<file path="src/hdl/gf2_poly_block_xor_division_assert.svh">
// assertion macros for the block-xor division block
// used by the top level; expects clk and rst in scope
`ifndef GF2_POLY_BLOCK_XOR_DIVISION_ASSERT_SVH
`define GF2_POLY_BLOCK_XOR_DIVISION_ASSERT_SVH

// consequent holds in the same cycle
`define GPBXD_CHECK_NOW(lbl, ante, cons, msg) \
  lbl: assert property (@(posedge clk) disable iff (rst) (ante) |-> (cons)) \
    else $error(msg);

// consequent holds in the cycle after the antecedent
`define GPBXD_CHECK_NEXT(lbl, ante, cons, msg) \
  lbl: assert property (@(posedge clk) disable iff (rst) (ante) |=> (cons)) \
    else $error(msg);

`define GPBXD_CHECK_DLY2(lbl, ante, cons, msg) \
  lbl: assert property (@(posedge clk) disable iff (rst) (ante) |-> ##2 (cons)) \
    else $error(msg);

`endif

</file>
<file path="src/hdl/gpbxd_pkg.sv">
// shared types and constants for the block-xor division block
// no dependencies
package gpbxd_pkg;

  // store depth default and fixed field widths
  localparam int DEPTH_DEFAULT = 1024;
  localparam int LEN_W         = 11;
  localparam int CFG_IDX_W     = 2;
  localparam int CFG_DATA_W    = 11;

  // operation codes
  localparam logic [1:0] OP_WRITE = 2'd0;
  localparam logic [1:0] OP_RUN   = 2'd1;
  localparam logic [1:0] OP_READ  = 2'd2;

  // configuration register indexes
  localparam logic [CFG_IDX_W-1:0] CFG_LOG_BLOCK    = 2'd0;
  localparam logic [CFG_IDX_W-1:0] CFG_INVERSE_MODE = 2'd1;
  localparam logic [CFG_IDX_W-1:0] CFG_POLY_LENGTH  = 2'd2;

  // controller states
  typedef enum logic [1:0] {
    ST_IDLE,
    ST_READ_RESP,
    ST_RUN_RD,
    ST_RUN_WR
  } state_t;

  // controller to datapath
  typedef struct packed {
    logic       host_wr;
    logic       host_rd;
    logic       run_init;
    logic       step;
    logic       out_load;
    logic       out_from_mem;
    logic [1:0] out_kind;
  } ctrl_cmd_t;

  // datapath to controller
  typedef struct packed {
    logic run_empty;
    logic run_last;
    logic out_free;
  } dp_status_t;

endpackage

</file>
<file path="src/hdl/gpbxd_ctrl.sv">
// controller state machine: sequences host ops and the transform walk
// depends on gpbxd_pkg
module gpbxd_ctrl (
  input  logic                  clk,
  input  logic                  rst,
  input  logic                  in_valid,
  output logic                  in_ready,
  input  logic [1:0]            op,
  input  gpbxd_pkg::dp_status_t status,
  output gpbxd_pkg::ctrl_cmd_t  cmd
);
  import gpbxd_pkg::*;

  state_t state;
  state_t state_next;
  logic   accept;

  // state register
  always_ff @(posedge clk) begin
    if (rst) begin
      state <= ST_IDLE;
    end else begin
      state <= state_next;
    end
  end

  // next state and commands
  always_comb begin
    state_next = state;
    cmd        = '0;
    in_ready   = 1'b0;
    accept     = 1'b0;
    case (state)
      ST_IDLE: begin
        in_ready = status.out_free;
        accept   = in_valid && status.out_free;
        if (accept) begin
          case (op)
            OP_WRITE: begin
              cmd.host_wr  = 1'b1;
              cmd.out_load = 1'b1;
              cmd.out_kind = OP_WRITE;
            end
            OP_RUN: begin
              cmd.run_init = 1'b1;
              if (status.run_empty) begin
                cmd.out_load = 1'b1;
                cmd.out_kind = OP_RUN;
              end else begin
                state_next = ST_RUN_RD;
              end
            end
            OP_READ: begin
              cmd.host_rd = 1'b1;
              state_next  = ST_READ_RESP;
            end
            default: ;
          endcase
        end
      end
      ST_READ_RESP: begin
        cmd.out_load     = 1'b1;
        cmd.out_from_mem = 1'b1;
        cmd.out_kind     = OP_READ;
        state_next       = ST_IDLE;
      end
      // fetch source and destination words
      ST_RUN_RD: begin
        state_next = ST_RUN_WR;
      end
      // write back the xor and advance the walk
      ST_RUN_WR: begin
        cmd.step = 1'b1;
        if (status.run_last) begin
          cmd.out_load = 1'b1;
          cmd.out_kind = OP_RUN;
          state_next   = ST_IDLE;
        end else begin
          state_next = ST_RUN_RD;
        end
      end
      default: begin
        state_next = ST_IDLE;
      end
    endcase
  end

endmodule

</file>
<file path="config.mk">
export PLATFORM = sky130hd
export DESIGN_NAME = gpbxd_ctrl
export DESIGN_NICKNAME = d
export VERILOG_FILES = /design/src/hdl/gf2_poly_block_xor_division_assert.svh /design/src/hdl/gpbxd_pkg.sv /design/src/hdl/gpbxd_ctrl.sv
export SDC_FILE = /design/constraint.sdc
export NUM_CORES = 1
export LEC_CHECK = 0
export ABC_AREA = 1
export BUFFER_PORTS_ARGS = -buffer_cell sky130_fd_sc_hd__buf_2
export CAP_MARGIN = 10
export CORE_AREA = 5 5 42 44
export CTS_CLUSTER_DIAMETER = 40
export DETAILED_ROUTE_END_ITERATION = 12
export DIE_AREA = 0 0 47 49
export HOLD_SLACK_MARGIN = 0.15
export SLEW_MARGIN = 20
export SYNTH_ARGS = -nofsm -noshare
export SYNTH_HDL_FRONTEND = slang
export SYNTH_SLANG_ARGS = --single-unit
export TNS_END_PERCENT = 10
</file>
<file path="constraint.sdc">
create_clock -name clk -period 2 [get_ports clk]
set_input_delay 0.4 -clock clk [delete_from_list [all_inputs] [get_ports clk]]
set_output_delay 0.4 -clock clk [all_outputs]
set_load 0.05 [all_outputs]
</file>
==> results.md <==
- Layout cells sized above 1: 42.6%
- Layout Cells excl Fill: 77
- RSZ-0062 raised after global routing: false
- Vias per cell: 3.79
- Count of cell types in the netlist: 15
- Final Setup Violations: 0
- Worst-path clk slew: 0.03 ns
- Max Clk Rate: 0.590 GHz
- Pre-CTS setup slack: 0.410 ns
- Drt initial violations: 1
- Status: completed
- Peak supply drop: 0.130 mV
- Die H: 49 µm
- Worst Tran Pin Value: 0.252 ns
- I/O pins: 17
- Via count: 292
- Setup ws final: 0.304 ns
- Mapped Cells: 42
- # rows: 14
- Critical Path RT: 1.60 ns
- Multi-input logic area: 139 µm²
- Clock insertion delay at the later pin of the skew report: 0.22 ns
- Crit-path most repeated cell: nand2_2
- Largest Register: state
- Starting density of the core: 16.0%
- Crit. End Element: output port
- CP Launch Point: state[0]
- Initial antenna violation count: 0
- Yosys reg bits: 2
- Seq/Total Area, Yosys: 17.9%
- WP data arrival: 1.30 ns
- Detailed Route WL: 614 µm
- Setup TNS: 0 ns
- Placed Instances: 74
- First-pass GRT wire length: 945 µm
- Startpoint Class: flop
- Crit Path Class: flop to output port
- Post-CTS resize count: 0
- Hold Buf Count CTS: 0
- DRT Pass-1 Iters: 2
- Largest registers: state: 2 flops
- Crit-path max cell delay: 0.34 ns
- Pleak: 0.000246 µW
- Fin crit period: 1.70 ns
- Mean Syn Cell Area: 5.33 µm²
- Register area: 40.0 µm²
- Port bufs: 16
- Gr ovfl total: 0
- Worst-case reg-to-reg path depth: 6
- DRC Markers: 0
- Max clock buf depth: 2
- Max_cap viols: 0
- Layout area overhead: 54.7%
- Rel. slew slack: 83.3%
- Total power: 211 µW
- Root buffer cell: clkbuf_4
- Pin count of the biggest net entering global routing: 7
- Number of diodes: 0
- DPL Wire Length: 535 µm
- CTS tree: built
- Die W: 47 µm
- R2R Path End: state[1]
- Worst R2R Start: state[1]
- Vias in the first global route: 249
- CP Cell Sequence: nor2_2 -> nand2_2 -> nor2_4 -> nand2_2 -> o21ai_2 -> buf_2
- Fin nets: 71
- Instance count on the critical path: 6
- GP Congestion: 0.687
- Die ar.: 2300 µm²
- Worst Setup EP: cmd[0]
- Most frequent cells in the layout: buf_2 (16), nand2_1 (11), inv_1 (11)
- Tcrit/Tclk final: 84.8%
- Antenna-violating nets left: 0
- WL/cell: 7.97 µm
- Power Dens Cells: 609 nW/µm²
- Final Hold Fails: 0
- Synth Cell Area: 224 µm²
- Commonest non-fill, non-tap cell in the layout: buf_2
- CP delay by family, top: simple AND/OR/NAND/NOR gates
- Max FFs per register: 2
- Internal reg-to-reg setup slack: 1.12 ns
- CTS Buf Count: 3
- Post-CTS setup buffer count: 0
- GRT Total Usage: 6.12%
- Clock Skew: 0.00303 ns
- WP buf/inv: 1
- Crit Path Max Fanout: 6
- Fill cell count: 181
- H-Tree Level Count: 1
- Worst Hold Class: primary input to flop
- Slew Limit Fails: 0
- Sink Count: 2
- Core area: 1400 µm²
- CP max stage cell: dfxtp_1
- Min-Delay Path Depth: 3
- Synth warn: 0
- Syn_nets: 50
## layer usage
layer / wire [µm] / vias to the layer above / GRT usage (%)
met3: 67 / 0 / 4.06
li1: - / 163 / -
met1: 212 / 122 / 3.94
met2: 333 / 7 / 10.4
met5: 0 / - / 0
met4: 0 / 0 / 5.53
## kinds of logic (layout without fill, tap and decap cells)
family	after synthesis	count (layout)	share of synthesized area, %
AO/OA/AOI/OAI	4	4	10.6
buffers and inverters	12	31	20.1
flip-flops	2	2	17.9
AND/OR/NAND/NOR	24	24	51.4
## synth_stat cells
master | count | area [µm²]
nand3_1 | 1 | 5.00
or2_2 | 1 | 6.26
o21ai_2 | 1 | 8.76
nand2_2 | 2 | 12.5
o21ai_0 | 2 | 10.0
inv_1 | 11 | 41.3
dfxtp_1 | 2 | 40.0
nand2_1 | 11 | 41.3
a21oi_1 | 1 | 5.00
inv_2 | 1 | 3.75
nor3_1 | 2 | 10.0
nor2_1 | 4 | 15.0
nand3b_1 | 1 | 7.51
nor2_2 | 1 | 6.26
nor2_4 | 1 | 11.3
## cell type report
type	instances	area share [%]
Multi-Input combinational cell	28	40.1
Timing Repair Buffer	16	23.1
Inverter	12	13.0
Sequential cell	2	11.6
Clock buffer	3	6.50
Tap cell	16	5.78
## worst min-delay path: cells and delay by family
| family | cells | cell delay (ns) |
|---|---|---|
| AOI/OAI and AO/OA | 1 | 0.03 |
| buffers and inverters | 1 | 0.08 |
| and+or+nand+nor | 1 | 0.09 |
## through the flow
step	area, µm²	utilization (%)	hold slack, ns
final	347	24.7	0.429
after global routing	347	24.7	0.444
after CTS	347	24.7	0.420
after detailed placement	324	23.1	0.537
after global placement	324	23.1	0.546
after floorplan	224	-	0.504
## report_power, final
part	internal (µW)	leakage, µW	switching, µW	total [µW]
clock	66.0	0.0000138	21.1	87.1
combinational	21.7	0.000216	55.9	77.6
sequential	42.9	0.0000163	3.48	46.4
## how the worst min path moves through the flow
stage | start | endpoint | slack (ns)
floorplan | state[1] | state[0] | 0.50
global placement | state[1] | state[0] | 0.55
detailed placement | state[1] | state[0] | 0.54
CTS | rst | state[0] | 0.42
global route | rst | state[0] | 0.44
finish | rst | state[0] | 0.43
No activity file was read; power rests on OpenSTA's default activity.
